<file path="src/sv/itp_pkg.sv">
// Shared types, character codes and helpers for the integer text parser.
package itp_pkg;

    // Parse phase of the string under way
    typedef enum logic [2:0] {
        PH_START,   // first character, sign allowed in signed mode
        PH_NUM,     // number starts here (after a sign)
        PH_ZERO,    // a leading zero has been taken
        PH_ZX,      // leading "0x" seen, hex digit still to confirm
        PH_DIGITS,  // accumulating digits in the active base
        PH_SUF1,    // size letter seen, 'i' may follow
        PH_SUF2,    // "i" seen after the size letter, 'B' may follow
        PH_DONE     // parse finished, swallow the rest of the string
    } t_phase;

    typedef logic [1:0] t_mode;

    localparam t_mode MODE_SIGNED = 2'd1;
    localparam t_mode MODE_SUFFIX = 2'd2;

    // Register select, taken from paddr[2]
    localparam logic REG_BASE = 1'b0;
    localparam logic REG_MODE = 1'b1;

    // Size suffix steps: one step is a factor of 1024
    typedef logic [1:0] t_sfx;
    localparam t_sfx SFX_NONE = 2'd0;
    localparam t_sfx SFX_KIB  = 2'd1;
    localparam t_sfx SFX_MIB  = 2'd2;
    localparam t_sfx SFX_GIB  = 2'd3;
    localparam int   KIB_SHIFT = 10;

    localparam logic [4:0] BASE_OCT = 5'd8;
    localparam logic [4:0] BASE_DEC = 5'd10;
    localparam logic [4:0] BASE_HEX = 5'd16;

    localparam logic [7:0] CH_NUL   = 8'h00;
    localparam logic [7:0] CH_ZERO  = 8'h30;  // '0'
    localparam logic [7:0] CH_NINE  = 8'h39;  // '9'
    localparam logic [7:0] CH_UA    = 8'h41;  // 'A'
    localparam logic [7:0] CH_UF    = 8'h46;  // 'F'
    localparam logic [7:0] CH_LA    = 8'h61;  // 'a'
    localparam logic [7:0] CH_LF    = 8'h66;  // 'f'
    localparam logic [7:0] CH_MINUS = 8'h2D;  // '-'
    localparam logic [7:0] CH_LX    = 8'h78;  // 'x'
    localparam logic [7:0] CH_UG    = 8'h47;  // 'G'
    localparam logic [7:0] CH_UM    = 8'h4D;  // 'M'
    localparam logic [7:0] CH_UK    = 8'h4B;  // 'K'
    localparam logic [7:0] CH_LK    = 8'h6B;  // 'k'
    localparam logic [7:0] CH_LI    = 8'h69;  // 'i'
    localparam logic [7:0] CH_UB    = 8'h42;  // 'B'

    // Hex digit decode: bit 4 flags a hex digit, bits 3:0 give its value
    function automatic logic [4:0] hex_decode(input logic [7:0] c);
        logic [4:0] r;
        r = 5'd0;
        if (c >= CH_ZERO && c <= CH_NINE) begin
            r = {1'b1, 4'(c - CH_ZERO)};
        end else if (c >= CH_LA && c <= CH_LF) begin
            r = {1'b1, 4'(c - CH_LA + 8'd10)};
        end else if (c >= CH_UA && c <= CH_UF) begin
            r = {1'b1, 4'(c - CH_UA + 8'd10)};
        end
        return r;
    endfunction

endpackage

</file>
<file path="src/sv/integer_text_parser.sv">
// Integer text parser: one character per beat, one result per string.
// The last beat's parse is registered in stage 1, then scaled and negated into the output stage.
// Throughput: one character beat per cycle while o_stall is low, set by the single digit step
// (accumulator times base plus digit) between the parse registers.
// o_stall rises only while a finished result waits behind a stalled output.
// Reset (synchronous, active low) clears the parse, both config registers and the result valid flags.
module integer_text_parser
    import itp_pkg::*;
#(
    parameter int MAX_LENGTH = 255
) (
    input  logic        i_clk,
    input  logic        i_rst_n,
    // Character channel
    input  logic        i_valid,
    output logic        o_stall,
    input  logic [7:0]  i_ch,
    input  logic        i_last,
    // Result channel
    output logic        o_valid,
    input  logic        i_stall,
    output logic [63:0] o_value,
    output logic [7:0]  o_consumed,
    // Configuration port
    input  logic        psel,
    input  logic        penable,
    input  logic        pwrite,
    input  logic [2:0]  paddr,
    input  logic [31:0] pwdata,
    output logic [31:0] prdata,
    output logic        pready
);

    // Position counter must hold MAX_LENGTH itself
    localparam int PW = $clog2(MAX_LENGTH + 1);
    localparam logic [PW-1:0] MAX_POS = PW'(MAX_LENGTH);

    // ---------------------------------------------------------------
    // Configuration registers
    // ---------------------------------------------------------------
    logic [4:0] r_base_sel;
    t_mode      r_mode;
    logic       cfg_wr;

    assign pready = 1'b1;
    assign cfg_wr = psel && penable && pwrite;

    always_ff @(posedge i_clk) begin
        if (!i_rst_n) begin
            r_base_sel <= 5'd0;
            r_mode     <= 2'd0;
        end else if (cfg_wr) begin
            unique case (paddr[2])
                REG_BASE: r_base_sel <= pwdata[4:0];
                REG_MODE: r_mode     <= pwdata[1:0];
            endcase
        end
    end

    always_comb begin
        unique case (paddr[2])
            REG_BASE: prdata = {27'd0, r_base_sel};
            REG_MODE: prdata = {30'd0, r_mode};
        endcase
    end

    // ---------------------------------------------------------------
    // Parse state, updated once per accepted character beat
    // ---------------------------------------------------------------
    t_phase        r_phase, n_phase;
    logic [63:0]   r_acc,   n_acc;
    logic [4:0]    r_base,  n_base;
    logic [PW-1:0] r_pos;
    logic [PW-1:0] r_end,   n_end;
    logic          r_neg,   n_neg;
    t_sfx          r_shift, n_shift;

    logic          in_acc;      // character beat taken this cycle
    logic          s1_load;     // last beat taken: hand the parse to stage 1
    logic [7:0]    c;           // effective character
    logic [4:0]    hx;
    logic          is_hex;
    logic [3:0]    dval;
    logic [PW-1:0] idx_next;
    logic [4:0]    start_base;
    logic          start_digit;
    logic          run_digit;
    logic          lead_minus;
    logic          sfx_hit;
    t_sfx          sfx_code;
    logic [63:0]   prod;

    // Characters beyond the maximum length read as string end
    assign c        = (r_pos < MAX_POS) ? i_ch : CH_NUL;
    assign hx       = hex_decode(c);
    assign is_hex   = hx[4];
    assign dval     = hx[3:0];
    assign idx_next = r_pos + PW'(1);

    // Base in force where the number begins: octal after a lone leading zero
    assign start_base = (r_base_sel != 5'd0) ? r_base_sel :
                        (r_phase == PH_ZERO) ? BASE_OCT : BASE_DEC;
    assign start_digit = is_hex && ({1'b0, dval} < start_base);
    assign run_digit   = is_hex && ({1'b0, dval} < r_base);
    assign lead_minus  = (r_phase == PH_START) && (r_mode == MODE_SIGNED)
                         && (c == CH_MINUS);
    assign prod        = r_acc * 64'(r_base);

    // Size letter right after the digits; lowercase m and g do not count
    always_comb begin
        unique case (c)
            CH_UG:        sfx_code = SFX_GIB;
            CH_UM:        sfx_code = SFX_MIB;
            CH_UK, CH_LK: sfx_code = SFX_KIB;
            default:      sfx_code = SFX_NONE;
        endcase
    end
    assign sfx_hit = (r_mode == MODE_SUFFIX) && (sfx_code != SFX_NONE);

    // Next phase
    always_comb begin
        n_phase = r_phase;
        unique case (r_phase)
            PH_START, PH_NUM: begin
                if (lead_minus) begin
                    n_phase = PH_NUM;
                end else if (c == CH_ZERO) begin
                    n_phase = PH_ZERO;
                end else if (start_digit) begin
                    n_phase = PH_DIGITS;
                end else begin
                    n_phase = sfx_hit ? PH_SUF1 : PH_DONE;
                end
            end
            PH_ZERO: begin
                if (c == CH_LX) begin
                    n_phase = PH_ZX;
                end else if (start_digit) begin
                    n_phase = PH_DIGITS;
                end else begin
                    n_phase = sfx_hit ? PH_SUF1 : PH_DONE;
                end
            end
            PH_ZX:     n_phase = is_hex ? PH_DIGITS : PH_DONE;
            PH_DIGITS: begin
                if (!run_digit) begin
                    n_phase = sfx_hit ? PH_SUF1 : PH_DONE;
                end
            end
            PH_SUF1:   n_phase = (c == CH_LI) ? PH_SUF2 : PH_DONE;
            PH_SUF2:   n_phase = PH_DONE;
            PH_DONE:   n_phase = PH_DONE;
        endcase
    end

    // Next accumulator, base, end position, sign and suffix
    always_comb begin
        n_acc   = r_acc;
        n_base  = r_base;
        n_end   = r_end;
        n_neg   = r_neg;
        n_shift = r_shift;
        unique case (r_phase)
            PH_START, PH_NUM, PH_ZERO: begin
                if (lead_minus) begin
                    n_neg = 1'b1;
                    n_end = idx_next;
                end else if (r_phase != PH_ZERO && c == CH_ZERO) begin
                    n_end = idx_next;
                end else if (r_phase == PH_ZERO && c == CH_LX) begin
                    // hold: only the zero counts until a hex digit confirms
                end else if (start_digit) begin
                    n_acc  = {60'd0, dval};
                    n_base = start_base;
                    n_end  = idx_next;
                end else if (sfx_hit) begin
                    n_shift = sfx_code;
                end
            end
            PH_ZX: begin
                if (is_hex) begin
                    n_acc  = {60'd0, dval};
                    n_base = BASE_HEX;
                    n_end  = idx_next;
                end
            end
            PH_DIGITS: begin
                if (run_digit) begin
                    n_acc = prod + {60'd0, dval};
                    n_end = idx_next;
                end else if (sfx_hit) begin
                    n_shift = sfx_code;
                end
            end
            PH_SUF1: begin
                // The size letter and its 'i' both count once the 'i' is seen
                if (c == CH_LI) begin
                    n_end = idx_next;
                end
            end
            PH_SUF2: begin
                if (c == CH_UB) begin
                    n_end = idx_next;
                end
            end
            PH_DONE: begin
            end
        endcase
    end

    // ---------------------------------------------------------------
    // Result stages: stage 1 holds the raw parse, stage 2 scales/negates
    // ---------------------------------------------------------------
    logic          r_s1_vld;
    logic [63:0]   r_s1_acc;
    logic          r_s1_neg;
    t_sfx          r_s1_shift;
    logic [PW-1:0] r_s1_end;
    logic          s2_en;

    logic          r_out_vld;
    logic [63:0]   r_out_value;
    logic [7:0]    r_out_consumed;

    logic [63:0]   scaled;
    logic [31:0]   end_wide;

    assign s2_en   = !r_out_vld || !i_stall;
    assign o_stall = r_s1_vld && !s2_en;
    assign in_acc  = i_valid && !o_stall;
    assign s1_load = in_acc && i_last;

    always_ff @(posedge i_clk) begin
        if (!i_rst_n) begin
            r_phase <= PH_START;
            r_acc   <= 64'd0;
            r_base  <= 5'd0;
            r_pos   <= '0;
            r_end   <= '0;
            r_neg   <= 1'b0;
            r_shift <= SFX_NONE;
        end else if (s1_load) begin
            // String closes: start afresh for the next one
            r_phase <= PH_START;
            r_acc   <= 64'd0;
            r_pos   <= '0;
            r_end   <= '0;
            r_neg   <= 1'b0;
            r_shift <= SFX_NONE;
        end else if (in_acc) begin
            r_phase <= n_phase;
            r_acc   <= n_acc;
            r_base  <= n_base;
            r_end   <= n_end;
            r_neg   <= n_neg;
            r_shift <= n_shift;
            if (r_pos < MAX_POS) begin
                r_pos <= idx_next;
            end
        end
    end

    always_ff @(posedge i_clk) begin
        if (!i_rst_n) begin
            r_s1_vld <= 1'b0;
        end else if (s1_load) begin
            r_s1_vld <= 1'b1;
        end else if (s2_en) begin
            r_s1_vld <= 1'b0;
        end
    end

    // The string end after the last character stops any parse in flight,
    // so the values after this beat are final
    always_ff @(posedge i_clk) begin
        if (s1_load) begin
            r_s1_acc   <= n_acc;
            r_s1_neg   <= n_neg;
            r_s1_shift <= n_shift;
            r_s1_end   <= n_end;
        end
    end

    always_comb begin
        unique case (r_s1_shift)
            SFX_NONE: scaled = r_s1_acc;
            SFX_KIB:  scaled = r_s1_acc << KIB_SHIFT;
            SFX_MIB:  scaled = r_s1_acc << (2 * KIB_SHIFT);
            SFX_GIB:  scaled = r_s1_acc << (3 * KIB_SHIFT);
        endcase
    end
    assign end_wide = 32'(r_s1_end);

    always_ff @(posedge i_clk) begin
        if (!i_rst_n) begin
            r_out_vld <= 1'b0;
        end else if (s2_en) begin
            r_out_vld <= r_s1_vld;
        end
    end

    always_ff @(posedge i_clk) begin
        if (s2_en && r_s1_vld) begin
            r_out_value    <= r_s1_neg ? (64'd0 - scaled) : scaled;
            // Saturate the consumed count at the byte limit
            r_out_consumed <= (end_wide > 32'd255) ? 8'hFF : end_wide[7:0];
        end
    end

    assign o_valid    = r_out_vld;
    assign o_value    = r_out_value;
    assign o_consumed = r_out_consumed;

endmodule

</file>
<file path="config.mk">
export PLATFORM = sky130hd
export DESIGN_NAME = integer_text_parser
export DESIGN_NICKNAME = d
export VERILOG_FILES = /design/src/sv/itp_pkg.sv /design/src/sv/integer_text_parser.sv
export SDC_FILE = /design/constraint.sdc
export NUM_CORES = 1
export LEC_CHECK = 0
export ABC_AREA = 1
export BUFFER_PORTS_ARGS = -buffer_cell sky130_fd_sc_hd__buf_2
export CAP_MARGIN = 20
export CORE_ASPECT_RATIO = 1.5
export CORE_MARGIN = 1
export CORE_UTILIZATION = 50
export CTS_CLUSTER_DIAMETER = 60
export DETAILED_ROUTE_END_ITERATION = 6
export PLACE_DENSITY = 0.64
export REMOVE_ABC_BUFFERS = 1
export SYNTH_ARGS = -nofsm -noshare
export SYNTH_HDL_FRONTEND = slang
export SYNTH_SLANG_ARGS = --single-unit
</file>
<file path="constraint.sdc">
create_clock -name i_clk -period 7 [get_ports i_clk]
set_input_delay 0.7 -clock i_clk [delete_from_list [all_inputs] [get_ports i_clk]]
set_output_delay 0.7 -clock i_clk [all_outputs]
set_load 0.01 [all_outputs]
</file>
# Yosys cells after proc, flatten, opt, wreduce, memory -nomap -nowiden
# Cells that the tools add are included.
[classes]
addsub = 8
n_mul = 1
magnitude_cmp = 10
n_eq_ne = 28
n_mux = 52
bitwise_logic = 3
reduce_logical = 37
[op_table]
columns = ["op", "count"]
rows = [
  ["$mux 64", 7],
  ["$pmux 64 s4", 1],
  ["$pmux 64 s3", 1],
  ["$mux 8", 9],
  ["$add 64x4->64", 1],
  ["$mul 64x5->64", 1],
  ["$pmux 32 s2", 1],
  ["$sub 1x64->64 const A", 1],
  ["$eq 8x7->1 const B", 7],
  ["$mux 5", 9],
  ["$pmux 8 s5", 1],
  ["$mux 2", 10],
  ["$pmux 3 s6", 1],
  ["$eq 8x6->1 const B", 2],
  ["$ge 8x7->1 const B", 2],
  ["$le 8x7->1 const B", 2],
  ["$logic_and 1x1->1", 16],
  ["$eq 3x3->1 const B", 4],
  ["$mux 3", 4],
  ["$ne 2x2->1 const B", 6],
  ["$sub 4x1->4 const B", 3],
  ["$lt 4x5->1", 2],
  ["$pmux 5 s2", 1],
  ["$add 4x4->4 const B", 2],
  ["24 further kinds", 45],
]
[totals]
ff_bits = 247
inputBits = 51

# Longest topological paths before layout
[logic_depth]
word_depth = 14
mapped_depth = 41

# Worst setup path before layout
# OpenSTA, ideal clock, no wires.
[synth_path]
path_kind = "register -> register"
startpoint = "register r_pos[0]"
endpoint = "register r_acc[38]"
arrival_time_ns = 5.894
t_required_ns = 6.944
setup_slack_ns = 1.050
stages_incl_launch_ff = 37
path_buffers = 2
period_less_slack_ns = 5.950
path_cell_list = "dfxtp_1 -> ha_1 -> nand2_1 -> nor2_1 -> nand2_2 -> buf_6 -> inv_1 -> nor2_1 -> inv_1 -> ha_1 -> or2_2 -> o211ai_4 -> clkbuf_1 -> nand2_1 -> xnor2_1 -> inv_1 -> nand2_1 -> inv_1 -> fa_1 -> ha_1 -> ha_1 -> ha_1 -> fa_1 -> nand3_1 -> nand2_1 -> a211oi_1 -> inv_1 -> nand2_1 -> nand2_1 -> nand2_1 -> nand2_1 -> a21boi_0 -> xor2_1 -> or2_2 -> nand3_1 -> nand2_1 -> inv_1"
[synth_via]
elab_chain_len = 14
word_cells_on_any_way = 37
cone_classes = "6 x add/sub; 9 x order compare; 3 x eq/ne; 11 x mux; 8 x reduce/logical"
[synth_rtl]
columns = ["item", "line", "text"]
rows = [
  ["start: declaration", "integer_text_parser.sv:73", "logic [PW-1:0] r_pos;"],
  ["start signal: assignment", "integer_text_parser.sv:258", "r_pos <= idx_next;"],
  ["$lt 8x8->1 (*)", "integer_text_parser.sv:94", "assign c = (r_pos < MAX_POS) ? i_ch : CH_NUL;"],
  ["$mux 8 (*)", "integer_text_parser.sv:94", ""],
  ["branches (longest 11 deep; another with $add 64x4->64)", "-", ""],
  ["$pmux 64 s3 (*)", "integer_text_parser.sv:163", "unique case (r_phase)"],
  ["end signal: assignment", "integer_text_parser.sv:252", "r_acc <= n_acc;"],
  ["end: declaration", "integer_text_parser.sv:71", "logic [63:0] r_acc, n_acc;"],
]
# Every way passes the cells marked *.
# A chain may end at the register's enable or synchronous reset.

# Worst setup path after layout
[layout_path]
startpoint = "register r_pos[0]"
endpoint = "register r_s1_acc[45] (data pin)"
[layout_via]
elab_chain_len = 14
word_cells_on_any_way = 37
cone_classes = "6 x add/sub; 9 x order compare; 3 x eq/ne; 11 x mux; 8 x reduce/logical"
[layout_rtl]
columns = ["item", "line", "text"]
rows = [
  ["$lt 8x8->1 (*)", "integer_text_parser.sv:94", ""],
  ["$mux 8 (*)", "integer_text_parser.sv:94", ""],
  ["branches (longest 11 deep; another with $add 64x4->64)", "-", ""],
  ["$pmux 64 s3 (*)", "integer_text_parser.sv:163", ""],
  ["net n_acc[45]", "integer_text_parser.sv:71", ""],
  ["end signal: assignment", "integer_text_parser.sv:277", "r_s1_acc <= n_acc;"],
  ["end: declaration", "integer_text_parser.sv:215", "logic [63:0] r_s1_acc;"],
]
# Mark *: on every way through the listed nets, which the timed path passes.

==> results by group <==
Setup path
  • Worst R2R Setup Slack: 510 ps
  • Crit-path max FO: 12
  • Crit path largest cell delay: 460 ps
  • Cell mode on critical path: nand2_1
  • FF-to-FF Start: r_pos[0]
  • CP Launch Type: flip-flop
  • Setup crit start: r_pos[0]
  • Worst EP arrival: just under 7000 ps
  • Worst Setup End Kind: flip-flop
  • Crit path kind: flip-flop to flip-flop
  • Worst path slowest cell: fa_1
  • Critical Path RT: 7340 ps

CTS
  • Post-CTS Hold Fix Bufs: 0
  • CTS HTree Levels: 1
  • CTS tree: built
  • Num CTS Buffers: 28
  • Clock-pin slew on the worst setup and hold paths: 70 ps
  • Worst skew pair latency: 600 ps
  • Clock Tree Buf Depth: 3
  • Root buffer cell: clkbuf_16
  • Clock tree sinks: around 250
  • # resized after CTS: 0
  • Post-CTS setup buffer count: 0

STA
  • Rel. slew slack: 0.263
  • Final critical-path required period: ~6500 ps
  • Final setup violation count: 0
  • Hold WS: 352 ps
  • RSZ-0062 raised after global routing: false
  • Setup TNS: 0 ps
  • Fin. Hold Viols: 0
  • Worst-Margin Slew: 1100 ps
  • Clk_skew: 19.7 ps
  • Final max-slew violation count: 0
  • Tcrit/Tclk final: 0.927
  • FMAX: 0.154 GHz

Floorplanning
  • Number of core rows: 101
  • Die X: 187 um
  • Die footprint: 52,500 um2
  • Die Height: 280 um
  • Core Area: 50,800 um2
  • Initial core utilization: 0.507
  • # IOs: around 160

Layout
  • Nets: 4,071
  • Diode count: 0
  • Fillers: 5,088
  • Design Area, Final: between 20,000 and 30,000 um2
  • Layout area overhead: 7.48%
  • Layout cells sized above 1: 0.0782

Synth
  • Most frequent cell after synthesis: nand2_1
  • Number of enable flip-flop cells after synthesis: 147
  • Largest family of logic cells by synthesized area: simple AND/OR/NAND/NOR gates
  • Synth top cells by count: 993 x nand2_1, 656 x inv_1, 403 x nor2_1
  • Ys Warns: 0
  • Top post-synthesis cells by area: edfxtp_1 17%, nand2_1 14%, fa_1 14%, inv_1 9.6%, dfxtp_1 7.8%
  • Synth Area in Simple Gates: 0.289
  • #FFs+latches synth: 247
  • Share of the synthesized area in the top cell type: 0.171
  • Mapped Area: 25,800 um2
  • Compound-Gate Fraction of Synth Area: 0.102
  • Ys flop type: edfxtp_1
  • Post-Synth XOR/XNOR Area: 0.0265
  • Synth area leader: edfxtp_1
  • Synth Area in Adders: 0.209
  • FFs w/ async S/R, synth: 0
  • Syn_area_per_cell: slightly above 7 um2
  • Mapped Cells: around 3,700
  • Post-synth cell types: 54
  • Register area share after synthesis: 0.249
  • Multiplexer share of the synthesized area: 0

Global routing
  • M1 GR Usage: 0.333
  • First-pass GRT wire length: ~120,000 um
  • Largest net degree at the start of global routing: 77
  • Overflow after GRT: 0
  • Initial antenna violation count: 0
  • Total track usage: 0.291
  • Busiest grt layer: met2
  • Grt met3 use: 0.0269
  • Number of global-route vias before repair: roughly 23,000
  • Met2 GRT Util: 0.535

Power and ir drop
  • Leakage: between 10 and 15 nW
  • Total chip power: 3.99 mW
  • Cell Int Power: 2.66 mW
  • Clk pwr share: 0.376
  • Sw Ratio: 0.332
  • Sequential share of power: 0.433
  • Comb power frac: 0.191
  • Worst VDD drop: 0.158 mV
  • Switch Pwr: 1.32 mW
  • Pwr Density: approximately 140 nW/um2

Placed design
  • Post-place instance area: roughly 27,000 um2
  • Port Buffers: 100
  • Final HPWL DP: approximately 59,000 um
  • GPL Wtd Cong: 1.00

Hold path
  • Hold path startpoint: pwdata[0]
  • Worst min path class: input pin to flip-flop

Outcome
  • Status: finished, final reports clean

Routing
  • DRC viols: 0
  • Avg WL per Cell: 17.1 um
  • First DRT Iteration DRCs: 1,308
  • Post-route ant nets: 0
  • Drt first pass iters: 6
  • DR vias/cell: ~5.3
  • Final WL: ~75,000 um
  • Via count: 23,400

Flow run
  • Max_cap viols: 0
-- path summary, 6_finish.rpt --
kind / to / cells after the start
setup / recovery: r_s1_acc[45] / 32
hold / removal: r_base_sel[0] / 3
setup reg to reg: r_s1_acc[45] / 32
hold reg to reg: o_consumed[6] / 0
-- area by class of cell --
class,instances,area (um2),area share
Clock inverter,22,228,0.00822
Tap cell,669,837,0.0302
Sequential cell,247,6420,0.232
Inverter,662,2490,0.0898
Multi-Input combinational cell,2632,16300,0.588
Timing Repair Buffer,128,736,0.0266
Clock buffer,30,708,0.0256
-- metrics by stage --
step | setup WS [ps] | utilization | std cells
2_1_floorplan | 400 | - | 3541
3_3_place_gp | 521 | 0.527 | 4338
3_5_place_dp | 449 | 0.527 | 4338
4_1_cts | 393 | 0.545 | 4390
5_1_grt | 37.9 | 0.545 | 4390
6_report | 508 | 0.545 | 4390
-- state kept, by name (all words and copies together) (netlist names) --
register,count
r_end,8
r_base_sel,5
r_mode,2
o_consumed,8
r_acc,64
r_base,5
r_s1_neg,1
r_neg,1
r_s1_acc,64
o_value,64
r_s1_end,8
r_shift,2
r_pos,8
r_phase,3
r_s1_shift,2
o_valid,1
r_s1_vld,1
-- worst max-delay path, delay by kind of cell, from the launching register on --
kind	cells	cell delay, ps
XOR/XNOR	1	160
flip-flops	1	380
AO/OA/AOI/OAI	5	1370
adder cells (fa/ha/maj)	6	1930
AND/OR/NAND/NOR	15	1860
buffers and inverters	5	510
-- layout by cell type (no fill, tap or decap), types with 5 or more instances in the layout --
cell,synthesis,routed
nand2_1,993,992
inv_1,656,655
nor2_1,403,400
nand3_1,183,183
fa_1,182,182
edfxtp_1,147,147
a21oi_1,142,141
o21ai_0,141,140
ha_1,139,139
buf_2,13,100
dfxtp_1,100,95
xor2_1,57,57
or2_2,44,44
nand4_1,43,43
nand3_2,32,32
conb_1,2,28
clkbuf_16,0,28
buf_4,32,26
nor3_1,23,23
xnor2_1,21,21
o22ai_1,20,20
a221oi_1,20,20
o211ai_1,17,17
o221ai_1,17,17
o21bai_1,15,15
nor4_1,14,14
o21a_1,14,14
nand2_2,11,12
a31oi_1,12,12
a21o_1,10,10
a211oi_1,7,7
nor2_2,4,6
o31ai_1,6,6
o21ai_1,4,5
inv_2,5,5
dfxtp_2,0,5
-- logic make-up after synthesis --
group,after synthesis
flops,247
other cells,2
compound gates,441
fa+ha+maj,321
xor+xnor,78
buf+inv,806
simple gates,1764
-- routing by layer --
| metal | share of wire | up-vias | wire length, um |
|---|---|---|---|
| li1 | - | 11600 | - |
| met1 | 0.40 | 11000 | 29800 |
| met2 | 0.51 | 626 | 38100 |
| met3 | 0.041 | 209 | 3090 |
| met4 | 0.056 | 0 | 4180 |
| met5 | 0 | - | 0 |
-- power groups by stage --
stage          logic, mW  clock network [mW]  registers [mW]
2_1_floorplan      0.511                   0            1.74
3_3_place_gp       0.749                   0            1.76
3_5_place_dp       0.754                   0            1.76
4_1_cts            0.758                1.53            1.73
5_1_grt            0.856                1.59            1.74
6_report           0.762                1.50            1.73
Note: power is estimated with default switching activity, not from simulation.
